===== src/sv/hrbt_pkg.sv =====
// Package: shared types, codes and name tables of the request byte tokenizer.
`default_nettype none
package hrbt_pkg;

  localparam int TOKEN_BYTES_DEF = 8;
  localparam int QUEUE_DEPTH_DEF = 4;

  localparam int METHOD_COUNT  = 17;
  localparam int VERSION_COUNT = 5;
  localparam int NAME_BYTES    = 8;

  localparam logic [4:0] METHOD_UNKNOWN  = 5'd17;
  localparam logic [2:0] VERSION_UNKNOWN = 3'd5;

  typedef enum logic [2:0] {
    PH_METHOD  = 3'd0,
    PH_PATH    = 3'd1,
    PH_QNAME   = 3'd2,
    PH_QVALUE  = 3'd3,
    PH_VERSION = 3'd4,
    PH_HNAME   = 3'd5,
    PH_HVALUE  = 3'd6,
    PH_BODY    = 3'd7
  } phase_t;

  localparam logic [3:0] KIND_NONE    = 4'd0;
  localparam logic [3:0] KIND_METHOD  = 4'd1;
  localparam logic [3:0] KIND_PATH    = 4'd2;
  localparam logic [3:0] KIND_QNAME   = 4'd3;
  localparam logic [3:0] KIND_QVALUE  = 4'd4;
  localparam logic [3:0] KIND_VERSION = 4'd5;
  localparam logic [3:0] KIND_HNAME   = 4'd6;
  localparam logic [3:0] KIND_HVALUE  = 4'd7;
  localparam logic [3:0] KIND_BODY    = 4'd8;

  localparam logic [3:0] EV_NONE          = 4'd0;
  localparam logic [3:0] EV_METHOD_END    = 4'd1;
  localparam logic [3:0] EV_PATH_END      = 4'd2;
  localparam logic [3:0] EV_QUERY_PAIR    = 4'd3;
  localparam logic [3:0] EV_QNAME_DROP    = 4'd4;
  localparam logic [3:0] EV_VERSION_END   = 4'd5;
  localparam logic [3:0] EV_HEADER_STORED = 4'd6;
  localparam logic [3:0] EV_HNAME_DISCARD = 4'd7;
  localparam logic [3:0] EV_HEADERS_END   = 4'd8;

  localparam logic [7:0] CH_SPACE = 8'h20;
  localparam logic [7:0] CH_QMARK = 8'h3F;
  localparam logic [7:0] CH_EQUAL = 8'h3D;
  localparam logic [7:0] CH_AMP   = 8'h26;
  localparam logic [7:0] CH_LF    = 8'h0A;
  localparam logic [7:0] CH_CR    = 8'h0D;
  localparam logic [7:0] CH_COLON = 8'h3A;

  // Byte 0 of a name is its first character; shorter names are padded with zeros.
  typedef logic [0:NAME_BYTES-1][7:0] name_t;

  localparam name_t METHOD_NAMES [METHOD_COUNT] = '{
    {"GET", 40'h0}, {"POST", 32'h0}, {"DELETE", 16'h0}, {"PUT", 40'h0},
    {"PATCH", 24'h0}, {"HEAD", 32'h0}, {"OPTIONS", 8'h0}, {"CONNECT", 8'h0},
    {"TRACE", 24'h0}, {"COPY", 32'h0}, {"LINK", 32'h0}, {"UNLINK", 16'h0},
    {"PURGE", 24'h0}, {"LOCK", 32'h0}, {"UNLOCK", 16'h0}, "PROPFIND",
    {"VIEW", 32'h0}
  };

  localparam logic [3:0] METHOD_LENS [METHOD_COUNT] = '{
    4'd3, 4'd4, 4'd6, 4'd3, 4'd5, 4'd4, 4'd7, 4'd7, 4'd5,
    4'd4, 4'd4, 4'd6, 4'd5, 4'd4, 4'd6, 4'd8, 4'd4
  };

  localparam name_t VERSION_NAMES [VERSION_COUNT] = '{
    "HTTP/0.9", "HTTP/1.0", "HTTP/1.1", "HTTP/2.0", "HTTP/3.0"
  };

  localparam logic [3:0] VERSION_LEN = 4'd8;

  typedef struct packed {
    logic [7:0] data_byte;
    logic       last_byte;
  } item_t;

  typedef struct packed {
    logic [7:0] out_byte;
    logic [3:0] field_kind;
    logic [3:0] close_event;
    logic [4:0] method_code;
    logic [2:0] version_code;
    logic       end_of_message;
  } result_t;

  // Classified word passed from the front to the back through the queue.
  typedef struct packed {
    logic [7:0]               data_byte;
    logic                     last_byte;
    logic [3:0]               field_kind;
    logic [3:0]               close_event;
    logic [METHOD_COUNT-1:0]  method_hit;
    logic [VERSION_COUNT-1:0] version_hit;
  } cls_word_t;

endpackage
`default_nettype wire


===== src/sv/hrbt_front.sv =====
// Front end: accepts request bytes, tracks the parse phase and matches method and version text.
`default_nettype none
module hrbt_front #(
  parameter int TOKEN_BYTES = hrbt_pkg::TOKEN_BYTES_DEF
) (
  input  wire logic              clk,
  input  wire logic              rst,
  input  wire hrbt_pkg::item_t   item,
  input  wire logic              accept,
  output hrbt_pkg::cls_word_t    word
);

  localparam int LEN_W = $clog2(TOKEN_BYTES + 1);

  hrbt_pkg::phase_t phase, phase_next;
  logic             skip, skip_next;
  logic [LEN_W-1:0] tok_len;
  logic             tok_ovf;
  logic [hrbt_pkg::METHOD_COUNT-1:0]  m_alive, m_alive_next, m_hit;
  logic [hrbt_pkg::VERSION_COUNT-1:0] v_alive, v_alive_next, v_hit;
  logic             tok_clear, tok_push;
  logic [3:0]       kind, ev;
  logic [7:0]       d;

  assign d = item.data_byte;

  // Candidate names stay alive while every byte so far agrees with them.
  always_comb begin
    for (int i = 0; i < hrbt_pkg::METHOD_COUNT; i++) begin
      m_alive_next[i] = m_alive[i] && (tok_len < LEN_W'(hrbt_pkg::METHOD_LENS[i])) &&
                        (hrbt_pkg::METHOD_NAMES[i][tok_len[2:0]] == d);
      m_hit[i] = !tok_ovf && m_alive[i] && (tok_len == LEN_W'(hrbt_pkg::METHOD_LENS[i]));
    end
    for (int i = 0; i < hrbt_pkg::VERSION_COUNT; i++) begin
      v_alive_next[i] = v_alive[i] && (tok_len < LEN_W'(hrbt_pkg::VERSION_LEN)) &&
                        (hrbt_pkg::VERSION_NAMES[i][tok_len[2:0]] == d);
      v_hit[i] = !tok_ovf && v_alive[i] && (tok_len == LEN_W'(hrbt_pkg::VERSION_LEN));
    end
  end

  always_comb begin
    phase_next = phase;
    skip_next  = 1'b0;
    kind       = hrbt_pkg::KIND_NONE;
    ev         = hrbt_pkg::EV_NONE;
    tok_clear  = 1'b0;
    tok_push   = 1'b0;
    if (!skip) begin
      case (phase)
        hrbt_pkg::PH_METHOD: begin
          if (d == hrbt_pkg::CH_SPACE) begin
            ev         = hrbt_pkg::EV_METHOD_END;
            tok_clear  = 1'b1;
            phase_next = hrbt_pkg::PH_PATH;
          end else begin
            kind     = hrbt_pkg::KIND_METHOD;
            tok_push = 1'b1;
          end
        end
        hrbt_pkg::PH_PATH: begin
          if (d == hrbt_pkg::CH_SPACE) begin
            ev         = hrbt_pkg::EV_PATH_END;
            phase_next = hrbt_pkg::PH_VERSION;
          end else if (d == hrbt_pkg::CH_QMARK) begin
            ev         = hrbt_pkg::EV_PATH_END;
            phase_next = hrbt_pkg::PH_QNAME;
          end else begin
            kind = hrbt_pkg::KIND_PATH;
          end
        end
        hrbt_pkg::PH_QNAME: begin
          if (d == hrbt_pkg::CH_SPACE) begin
            ev         = hrbt_pkg::EV_QNAME_DROP;
            phase_next = hrbt_pkg::PH_VERSION;
          end else if (d == hrbt_pkg::CH_EQUAL) begin
            phase_next = hrbt_pkg::PH_QVALUE;
          end else begin
            kind = hrbt_pkg::KIND_QNAME;
          end
        end
        hrbt_pkg::PH_QVALUE: begin
          if (d == hrbt_pkg::CH_SPACE) begin
            ev         = hrbt_pkg::EV_QUERY_PAIR;
            phase_next = hrbt_pkg::PH_VERSION;
          end else if (d == hrbt_pkg::CH_AMP) begin
            ev         = hrbt_pkg::EV_QUERY_PAIR;
            phase_next = hrbt_pkg::PH_QNAME;
          end else begin
            kind = hrbt_pkg::KIND_QVALUE;
          end
        end
        hrbt_pkg::PH_VERSION: begin
          if (d == hrbt_pkg::CH_LF) begin
            ev         = hrbt_pkg::EV_VERSION_END;
            tok_clear  = 1'b1;
            phase_next = hrbt_pkg::PH_HNAME;
          end else if (d != hrbt_pkg::CH_CR) begin
            kind     = hrbt_pkg::KIND_VERSION;
            tok_push = 1'b1;
          end
        end
        hrbt_pkg::PH_HNAME: begin
          if (d == hrbt_pkg::CH_LF) begin
            ev         = hrbt_pkg::EV_HEADERS_END;
            phase_next = hrbt_pkg::PH_BODY;
          end else if (d == hrbt_pkg::CH_SPACE) begin
            ev = hrbt_pkg::EV_HNAME_DISCARD;
          end else if (d == hrbt_pkg::CH_COLON) begin
            phase_next = hrbt_pkg::PH_HVALUE;
            skip_next  = 1'b1;
          end else begin
            kind = hrbt_pkg::KIND_HNAME;
          end
        end
        hrbt_pkg::PH_HVALUE: begin
          if (d == hrbt_pkg::CH_LF) begin
            ev         = hrbt_pkg::EV_HEADER_STORED;
            phase_next = hrbt_pkg::PH_HNAME;
          end else if (d != hrbt_pkg::CH_CR) begin
            kind = hrbt_pkg::KIND_HVALUE;
          end
        end
        hrbt_pkg::PH_BODY: begin
          kind = hrbt_pkg::KIND_BODY;
        end
        default: begin
          kind = hrbt_pkg::KIND_BODY;
        end
      endcase
    end
  end

  always_comb begin
    word.data_byte   = d;
    word.last_byte   = item.last_byte;
    word.field_kind  = kind;
    word.close_event = ev;
    word.method_hit  = (ev == hrbt_pkg::EV_METHOD_END) ? m_hit : '0;
    word.version_hit = (ev == hrbt_pkg::EV_VERSION_END) ? v_hit : '0;
  end

  always_ff @(posedge clk) begin
    if (rst) begin
      phase   <= hrbt_pkg::PH_METHOD;
      skip    <= 1'b0;
      tok_len <= '0;
      tok_ovf <= 1'b0;
      m_alive <= '1;
      v_alive <= '1;
    end else if (accept) begin
      if (item.last_byte) begin
        phase   <= hrbt_pkg::PH_METHOD;
        skip    <= 1'b0;
        tok_len <= '0;
        tok_ovf <= 1'b0;
        m_alive <= '1;
        v_alive <= '1;
      end else begin
        phase <= phase_next;
        skip  <= skip_next;
        if (tok_clear) begin
          tok_len <= '0;
          tok_ovf <= 1'b0;
          m_alive <= '1;
          v_alive <= '1;
        end else if (tok_push) begin
          if (tok_len < LEN_W'(TOKEN_BYTES)) begin
            tok_len <= tok_len + LEN_W'(1);
            m_alive <= m_alive_next;
            v_alive <= v_alive_next;
          end else begin
            tok_ovf <= 1'b1;
          end
        end
      end
    end
  end

endmodule
`default_nettype wire


===== src/sv/hrbt_queue.sv =====
// Short queue of classified words between the front and the back.
`default_nettype none
module hrbt_queue #(
  parameter int DEPTH = hrbt_pkg::QUEUE_DEPTH_DEF
) (
  input  wire logic                clk,
  input  wire logic                rst,
  input  wire logic                wr_en,
  input  wire hrbt_pkg::cls_word_t wr_word,
  output logic                     full,
  input  wire logic                rd_en,
  output hrbt_pkg::cls_word_t      rd_word,
  output logic                     empty
);

  localparam int PTR_W = $clog2(DEPTH);
  localparam int CNT_W = $clog2(DEPTH + 1);

  hrbt_pkg::cls_word_t mem [DEPTH];
  logic [PTR_W-1:0] wptr, rptr;
  logic [CNT_W-1:0] count;
  logic             do_wr, do_rd;

  assign full    = (count == CNT_W'(DEPTH));
  assign empty   = (count == '0);
  assign do_wr   = wr_en && !full;
  assign do_rd   = rd_en && !empty;
  assign rd_word = mem[rptr];

  always_ff @(posedge clk) begin
    if (do_wr) begin
      mem[wptr] <= wr_word;
    end
  end

  always_ff @(posedge clk) begin
    if (rst) begin
      wptr  <= '0;
      rptr  <= '0;
      count <= '0;
    end else begin
      if (do_wr) begin
        wptr <= (wptr == PTR_W'(DEPTH - 1)) ? '0 : wptr + PTR_W'(1);
      end
      if (do_rd) begin
        rptr <= (rptr == PTR_W'(DEPTH - 1)) ? '0 : rptr + PTR_W'(1);
      end
      if (do_wr && !do_rd) begin
        count <= count + CNT_W'(1);
      end else if (do_rd && !do_wr) begin
        count <= count - CNT_W'(1);
      end
    end
  end

endmodule
`default_nettype wire


===== src/sv/hrbt_back.sv =====
// Back end: turns match flags into method and version codes and holds the result register.
`default_nettype none
module hrbt_back (
  input  wire logic                clk,
  input  wire logic                rst,
  input  wire hrbt_pkg::cls_word_t word,
  input  wire logic                word_valid,
  output logic                     word_take,
  output hrbt_pkg::result_t        result,
  output logic                     empty,
  input  wire logic                pop
);

  logic              out_valid;
  logic [4:0]        mcode;
  logic [2:0]        vcode;
  hrbt_pkg::result_t res_next;

  // Names in each table are distinct, so at most one flag is set; the first wins.
  always_comb begin
    mcode = hrbt_pkg::METHOD_UNKNOWN;
    for (int i = hrbt_pkg::METHOD_COUNT - 1; i >= 0; i--) begin
      if (word.method_hit[i]) begin
        mcode = 5'(i);
      end
    end
    vcode = hrbt_pkg::VERSION_UNKNOWN;
    for (int i = hrbt_pkg::VERSION_COUNT - 1; i >= 0; i--) begin
      if (word.version_hit[i]) begin
        vcode = 3'(i);
      end
    end
  end

  always_comb begin
    res_next.out_byte       = word.data_byte;
    res_next.field_kind     = word.field_kind;
    res_next.close_event    = word.close_event;
    res_next.method_code    = (word.close_event == hrbt_pkg::EV_METHOD_END) ? mcode : 5'd0;
    res_next.version_code   = (word.close_event == hrbt_pkg::EV_VERSION_END) ? vcode : 3'd0;
    res_next.end_of_message = word.last_byte;
  end

  assign empty     = !out_valid;
  assign word_take = word_valid && (!out_valid || pop);

  always_ff @(posedge clk) begin
    if (word_take) begin
      result <= res_next;
    end
  end

  always_ff @(posedge clk) begin
    if (rst) begin
      out_valid <= 1'b0;
    end else if (word_take) begin
      out_valid <= 1'b1;
    end else if (pop) begin
      out_valid <= 1'b0;
    end
  end

  a_rst_empty: assert property (@(posedge clk) rst |=> empty)
    else $error("result register not empty after reset");
  a_mcode_only_at_method_end: assert property (@(posedge clk) disable iff (rst)
    (!empty && result.close_event != hrbt_pkg::EV_METHOD_END) |-> result.method_code == 5'd0)
    else $error("method code outside method end");
  a_vcode_only_at_version_end: assert property (@(posedge clk) disable iff (rst)
    (!empty && result.close_event != hrbt_pkg::EV_VERSION_END) |-> result.version_code == 3'd0)
    else $error("version code outside version end");
  a_kind_excludes_event: assert property (@(posedge clk) disable iff (rst)
    (!empty && result.field_kind != hrbt_pkg::KIND_NONE) |-> result.close_event == hrbt_pkg::EV_NONE)
    else $error("tagged byte also closes a field");
  a_stall_holds: assert property (@(posedge clk) disable iff (rst)
    (!empty && !pop) |=> (!empty && $stable(result)))
    else $error("waiting result changed under stall");

endmodule
`default_nettype wire


===== src/sv/http_request_byte_tokenizer_unit.sv =====
// Top level of the request byte tokenizer: front end, word queue and result stage.
// Usage:
//   Input words (one request byte plus a last-byte mark) are offered on item and
//   taken at a rising edge where push is high and full is low.
//   Results leave on result; the oldest one is shown while empty is low and is
//   taken at a rising edge where pop is high and empty is low.
//   Each input word gives exactly one result: the byte, its field tag, any
//   field-closing event and, at method or version end, the matched code.
//   The byte is classified and written to the queue at the accepting edge, and
//   the result register loads it from the queue once that register is free
//   and no older word waits ahead of it.
//   Throughput: one byte per cycle while full is low; method and version
//   names are matched as bytes arrive, so the closing delimiter adds no wait.
//   When the consumer stalls, the result register holds and the queue between
//   the front and the back absorbs up to QUEUE_DEPTH words before full rises.
//   Reset (synchronous, rst high) empties the queue and result register and
//   puts the parser back at the start of a request; the byte marked last does
//   the same to the parser after its own result has been formed.
`default_nettype none
module http_request_byte_tokenizer_unit #(
  parameter int TOKEN_BYTES = hrbt_pkg::TOKEN_BYTES_DEF,
  parameter int QUEUE_DEPTH = hrbt_pkg::QUEUE_DEPTH_DEF
) (
  input  wire logic            clk,
  input  wire logic            rst,
  input  wire logic            push,
  input  wire hrbt_pkg::item_t item,
  output logic                 full,
  input  wire logic            pop,
  output hrbt_pkg::result_t    result,
  output logic                 empty
);

  hrbt_pkg::cls_word_t fe_word, q_word;
  logic                accept, q_empty, q_take;

  assign accept = push && !full;

  hrbt_front #(
    .TOKEN_BYTES (TOKEN_BYTES)
  ) u_front (
    .clk    (clk),
    .rst    (rst),
    .item   (item),
    .accept (accept),
    .word   (fe_word)
  );

  hrbt_queue #(
    .DEPTH (QUEUE_DEPTH)
  ) u_queue (
    .clk     (clk),
    .rst     (rst),
    .wr_en   (accept),
    .wr_word (fe_word),
    .full    (full),
    .rd_en   (q_take),
    .rd_word (q_word),
    .empty   (q_empty)
  );

  hrbt_back u_back (
    .clk        (clk),
    .rst        (rst),
    .word       (q_word),
    .word_valid (!q_empty),
    .word_take  (q_take),
    .result     (result),
    .empty      (empty),
    .pop        (pop)
  );

endmodule
`default_nettype wire


===== config.mk =====
export PLATFORM = sky130hd
export DESIGN_NAME = http_request_byte_tokenizer_unit
export DESIGN_NICKNAME = d
export VERILOG_FILES = /design/src/sv/hrbt_pkg.sv /design/src/sv/hrbt_front.sv /design/src/sv/hrbt_queue.sv /design/src/sv/hrbt_back.sv /design/src/sv/http_request_byte_tokenizer_unit.sv
export SDC_FILE = /design/constraint.sdc
export NUM_CORES = 1
export LEC_CHECK = 0
export BUFFER_PORTS_ARGS = -buffer_cell sky130_fd_sc_hd__clkbuf_2
export CAP_MARGIN = 30
export CORE_MARGIN = 1.5
export CORE_UTILIZATION = 31
export DETAILED_ROUTE_END_ITERATION = 7
export PLACE_DENSITY = 0.48
export SYNTH_ARGS = -nofsm -noshare
export SYNTH_HDL_FRONTEND = slang
export SYNTH_SLANG_ARGS = --single-unit

===== constraint.sdc =====
create_clock -name clk -period 9.3 [get_ports clk]
set_clock_uncertainty 0.2 [all_clocks]
set_input_delay 0.93 -clock clk [delete_from_list [all_inputs] [get_ports clk]]
set_output_delay 0.93 -clock clk [all_outputs]
set_load 0.02 [all_outputs]

; Yosys cells after proc, flatten, opt, wreduce, memory -nomap -nowiden
; Memory sizes are Yosys's and may differ from the RTL's. A register that Yosys moved wholly into a read port is not among the register bits.
; Index checks and enable logic that the tools add are counted.
[totals]
reg_bits = 64
ram_bits = 156
mem_bits_ro = 1408
inputBits = 13
out_inout_bits = 27
wordCells = 387
mem_count = 23
[op_classes]
add_sub_neg = 5
order_cmp = 7
n_eq_ne = 58
n_mux = 149
bitwise_logic = 3
n_reduce_logical = 120
[mem_list]
columns = memory, words, width, read_ports, rd_ports_with_merged_regs, write_ports, line_no
row1 = u_queue.mem, 4, 39, 1, 1, 1, hrbt_queue.sv:19  ; hrbt_pkg::cls_word_t mem [DEPTH];
row2 = (name not given), 8, 8, 1, 0, 0, hrbt_front.sv:31  ; (hrbt_pkg::METHOD_NAMES[i][tok_len[2:0]] == d);
row3 = (name not given), 8, 8, 1, 0, 0, hrbt_front.sv:31
row4 = (name not given), 8, 8, 1, 0, 0, hrbt_front.sv:31
row5 = (name not given), 8, 8, 1, 0, 0, hrbt_front.sv:31
row6 = (name not given), 8, 8, 1, 0, 0, hrbt_front.sv:31
row7 = +17 memories, --, --, --, --, --, --
[op_table]
columns = cell, n
row1 = 8-bit 2-to-1 mux, 44
row2 = 8-bit equality test, 22
row3 = 4-bit 2-to-1 mux, 24
row4 = 1-bit logical AND, 94
row5 = 17-bit 2-to-1 mux, 5
row6 = 3-bit 2-to-1 mux, 27
row7 = "8-bit by 6-bit equality test with 1-bit output, second input constant", 5
row8 = 4-bit case mux with 8 select lines, 1
row9 = 4-bit case mux with 7 select lines, 1
row10 = 1-bit 2-to-1 mux, 27
row11 = 5-bit 2-to-1 mux, 5
row12 = "4-bit by 3-bit equality test with 1-bit output, second input constant", 6
row13 = 2-bit 2-to-1 mux, 12
row14 = 3-bit case mux with 6 select lines, 1
row15 = 17-bit OR reduction, 1
row16 = "4-bit by 3-bit less-than comparator with 1-bit output, second input constant", 4
row17 = "4-bit by 2-bit inequality test with 1-bit output, second input constant", 4
row18 = "3-bit equality test, second input constant", 5
row19 = 10-bit AND reduction, 1
row20 = 5-bit OR reduction, 2
row21 = 9-bit OR reduction, 1
row22 = "4-bit by 1-bit equality test with 1-bit output, second input constant", 2
row23 = "8-bit by 4-bit equality test with 1-bit output, second input constant", 1
row24 = "8-bit by 4-bit inequality test with 1-bit output, second input constant", 1
row25 = other kinds (28), 46

; Depth between registers and ports, before layout
[logic_depth]
word_depth = 16
ltp_mapped = 11
depth_no_buf = 9

; Cells and area by module
; Synthesis repeated with hierarchy kept, for this count alone.
[unflattened]
hier_cells = 880
area_unflattened_um2 = 11163.2
[modules_own_cells]
columns = module, instances, cells_per_inst, area_per_inst_um2, seq_area_each_um2
row1 = hrbt_queue, 1, 253, 6120.9, 4864.7
row2 = hrbt_front, 1, 552, 3950.0, 620.6
row3 = hrbt_back, 1, 73, 1074.8, 770.7
row4 = http_request_byte_tokenizer_unit, 1, 2, 17.5, 0.0

; Least setup slack after synthesis
; Ideal clock, no wire load.
[synth_timing]
path_type = input to register
startpoint = input pop
endpoint = register u_queue.count[2]
setup_time_ns = 0.071
arrival_ns = 3.582
required_ns = 9.029
path_slack_ns = 5.448
stages = 9
path_buffers = 0
cell_sequence = inv_1 a21oi_1 inv_1 ha_1 inv_1 fa_1 xor2_1 or3_1 a21oi_1
[synth_via]
elab_chain_len = 6
word_cells_on_any_way = 8
classes_between = 1 x mux / 7 x reduce/logical
[synth_lines]
columns = item, line_no
row1 = "start, declared", http_request_byte_tokenizer_unit.sv:29  ; input wire logic pop,
row2 = 1-bit logical OR *, hrbt_back.sv:45  ; assign word_take = word_valid && (!out_valid || pop);
row3 = 1-bit logical AND *, hrbt_back.sv:45
row4 = via q_take, http_request_byte_tokenizer_unit.sv:35  ; logic accept, q_empty, q_take;
row5 = 1-bit logical AND *, hrbt_queue.sv:27  ; assign do_rd = rd_en && !empty;
row6 = 1-bit logical NOT, hrbt_queue.sv:48  ; if (do_wr && !do_rd) begin
row7 = 1-bit logical AND, hrbt_queue.sv:48
row8 = 3-bit 2-to-1 mux / 2-bit nonzero test (equally long branches), --
row9 = "end signal, assigned", hrbt_queue.sv:49  ; count <= count + CNT_W'(1);
row10 = "end signal, assigned", hrbt_queue.sv:51  ; count <= count - CNT_W'(1);
row11 = "end, declared", hrbt_queue.sv:21  ; logic [CNT_W-1:0] count;
; The timed path passes the listed nets; every way through them passes the cells marked *.
; A chain may end at the register's enable or synchronous reset.

==> summary.md <==
| Metric | Value |
|---|---|
| Outcome | `completed` |
| H-Tree Depth | `1` |
| Slew Limit Fails | `0` |
| Core area | `between 30000 and 40000 um^2` |
| First drt pass iteration count | `5` |
| Met1 wire length | `12800 um` |
| Post-Syn Area | `around 11000 um^2` |
| Final ANT Viol Nets | `0` |
| Io pins | `40` |
| Tcrit/Tclk final | `40.3%` |
| Ys flop type | `edfxtp_1` |
| Yosys warns | `0` |
| CP Capture Type | `flop` |
| Worst EP required | `approximately 9.4 ns` |
| PortBufs | `39` |
| Worst hold path type | `reg2reg` |
| Post-synth top cells | `edfxtp_1 (181), nor2_1 (50), a21oi_1 (46), dfxtp_1 (41), nor3_1 (41)` |
| DRT iter0 DRCs | `530` |
| CP arrival | `between 3 and 4 ns` |
| Via density | `roughly 5.2` |
| Max VDD drop | `0.111 mV` |
| Clock buffer depth | `3` |
| Largest net degree at the start of global routing | `63` |
| Hold_buf cts | `0` |
| EDFF count, synth | `roughly 180` |
| WS Path Type | `reg2reg` |
| Vias in the first global route | `6760` |
| Final setup violation count | `0` |
| Post-layout min period | `about 3.7 ns` |
| Worst slew pin tran | `between 1 and 1.5 ns` |
| Total grt overflow | `0` |
| CP startpoint kind | `flop` |
| Cell Rows | `68` |
| Slew margin rel. | `between 30% and 40%` |
| Gr usage total | `14.7%` |
| Max_cap viols | `0` |
| Final HPWL DP | `16700 um` |
| Static Leak | `about 0.0042 uW` |
| Worst skew pair latency | `between 0.5 and 0.6 ns` |
| CTS root buffer | `clkbuf_16` |
| FF/Latch Area | `6260 um^2` |
| Via count | `~7000` |
| Routability cong. | `approximately 0.85` |
| Seq cells post-synth | `roughly 220` |
| Multi-input gate area | `around 4200 um^2` |
| Post-synthesis cell type with the largest combined area | `edfxtp_1` |
| TritonCTS clock tree | `built` |
| Fillers | `between 3000 and 4000` |
| Setup TNS | `0 ns` |
| FFs w/ async S/R, synth | `0%` |
| Full die area | `35800 um^2` |
| Most common cell in the netlist | `edfxtp_1` |
| Area grow syn2layout | `13.3%` |
| Synth top area share | `~50%` |
| Avg WL per Cell | `roughly 20 um` |
| Initial cell density of the core | `31.3%` |
| First-pass GRT wire length | `just over 40000 um` |
| Die height | `approximately 190 um` |
| Number of distinct library cells after synthesis | `70` |
| Pwr Density | `between 200 and 250 nW/um^2` |
| Max Fclk | `~270 MHz` |
| Post-route DRC violation count | `0` |
| Gate Count Post-Synth | `841` |
| Reg clk slew, reported paths | `~0.060 ns` |
| WL met2 | `~12000 um` |
| Final hold vios | `0` |
| Met3 wire len | `997 um` |
| Critical-path maximum fanout | `20` |
| Postcts setup bufs | `0` |
| DP Worst Slack | `approximately 5.1 ns` |
| Overall die width | `~190 um` |
| Sequential-to-total area share from yosys stat | `between 50% and 60%` |
| Initial antenna violation count | `0` |
| Routed Wire Length | `between 20000 and 30000 um` |
| Num CTS Buffers | `25` |
| N_diodes | `0` |
| Nets | `890` |
| Highest metal used | `met4` |
| Synthesized Nets | `around 870` |
| PnR worst setup slack | `5.55 ns` |
| Layout cell share with drive strength beyond 1 | `17.1%` |
| RSZ-0062 raised after global routing | `no` |
| Syn Area/Cell | `12.8 um^2` |
| Cells resized by post-CTS repair | `0` |
| Clk sink count | `about 220` |
| Synth area leaders | `edfxtp_1 (50%), dfxtp_1 (7.6%), mux4_2 (6.3%), xnor2_1 (2.3%), mux4_1 (2.2%)` |
==> cell type report <==
class                   instances  share of cell area, %
clock inverters                15                   1.22
multi-input cells             531                   34.3
flip-flops and latches        222                   51.3
inverters                      26                  0.800
clock buffers                  30                   5.28
well taps                     455                   4.67
repair buffers                 53                   2.46
==> where the power goes <==
| part | internal (uW) | switching, uW |
|---|---|---|
| combinational | 303 | 469 |
| clock | 575 | 389 |
| sequential | 1230 | 71.4 |
==> cells by family (layout without fill, tap and decap cells) <==
| family | Yosys count | after routing | synth area share [%] |
|---|---|---|---|
| AO/OA/AOI/OAI | 152 | 152 | 9.19 |
| XOR/XNOR | 52 | 52 | 4.23 |
| multiplexers | 48 | 48 | 9.33 |
| flip-flops | 222 | 222 | 58.1 |
| adder cells (fa/ha/maj) | 18 | 18 | 2.16 |
| AND/OR/NAND/NOR | 261 | 261 | 13.7 |
| buffers and inverters | 88 | 124 | 3.27 |
==> flip-flops by register name (all words and copies together), names as in the netlist, named ones only <==
register / count
u_queue.mem: 156
u_back.result: 25
u_front.m_alive: 17
u_front.v_alive: 5
u_front.tok_len: 4
u_front.phase: 3
u_queue.count: 3
u_queue.rptr: 2
u_queue.wptr: 2
u_back.out_valid: 1
u_front.skip: 1
u_front.tok_ovf: 1
==> metal layers <==
metal | GRT usage (%) | vias up
li1 | - | 3275
met1 | 21.6 | 3421
met2 | 23.3 | 144
met3 | 1.85 | 34
met4 | 3.24 | 0
met5 | 0 | -
==> critical path: stages, from the launching register on <==
cell,delay (ns)
dfxtp_2,0.84
buf_4,0.51
mux4_1,0.67
or3b_4,0.46
or4_4,0.54
inv_2,0.07
nand3_2,0.08
nor4_2,0.16
==> worst paths after layout <==
path	startpoint	end	slack, ns	cells past startpoint
setup / recovery	flop	u_back.result[8]	5.55	7
hold / removal	u_front.m_alive[0]	u_front.m_alive[0]	0.25	2
setup reg to reg	flop	u_back.result[8]	5.55	7
hold reg to reg	u_front.m_alive[0]	u_front.m_alive[0]	0.25	2
==> placed cells by master, fill, tap and decap left out, types with 5 or more instances in the layout <==
master	Yosys	routed
edfxtp_1	181	181
nor2_1	50	50
a21oi_1	46	45
nor3_1	41	41
clkbuf_2	0	39
dfxtp_1	41	38
nand2_1	34	34
mux4_2	30	30
xnor2_1	28	28
clkbuf_16	0	25
inv_1	24	24
xor2_1	24	24
and2_1	25	21
a31oi_1	19	19
ha_1	17	17
nand3_1	15	15
o21ai_0	14	14
buf_4	0	14
nand2b_1	12	12
nor2b_1	12	12
o31ai_1	10	10
nand4_1	10	10
and3_1	10	10
mux4_1	9	9
nor4_1	8	8
o21ai_1	8	8
mux2i_1	7	7
clkinv_1	0	7
or4_1	6	6
a21o_1	6	6
nor3b_1	5	5
nor4_2	5	5
o211ai_1	5	5
o32ai_1	5	5
clkbuf_1	39	5
==> through the flow <==
step	cells	instance area, um^2	utilization [%]	hold WS, ns	total power (uW)
final	1332	12200	35.5	0.253	3040
after global routing	1332	12200	35.5	0.282	3210
after CTS	1332	12200	35.5	0.257	3090
after detailed placement	1287	11400	33.2	0.247	2120
after global placement	1287	11400	33.2	0.242	2120
after floorplan	841	10800	-	0.218	1870
Note: power is estimated with default switching activity, not from simulation.
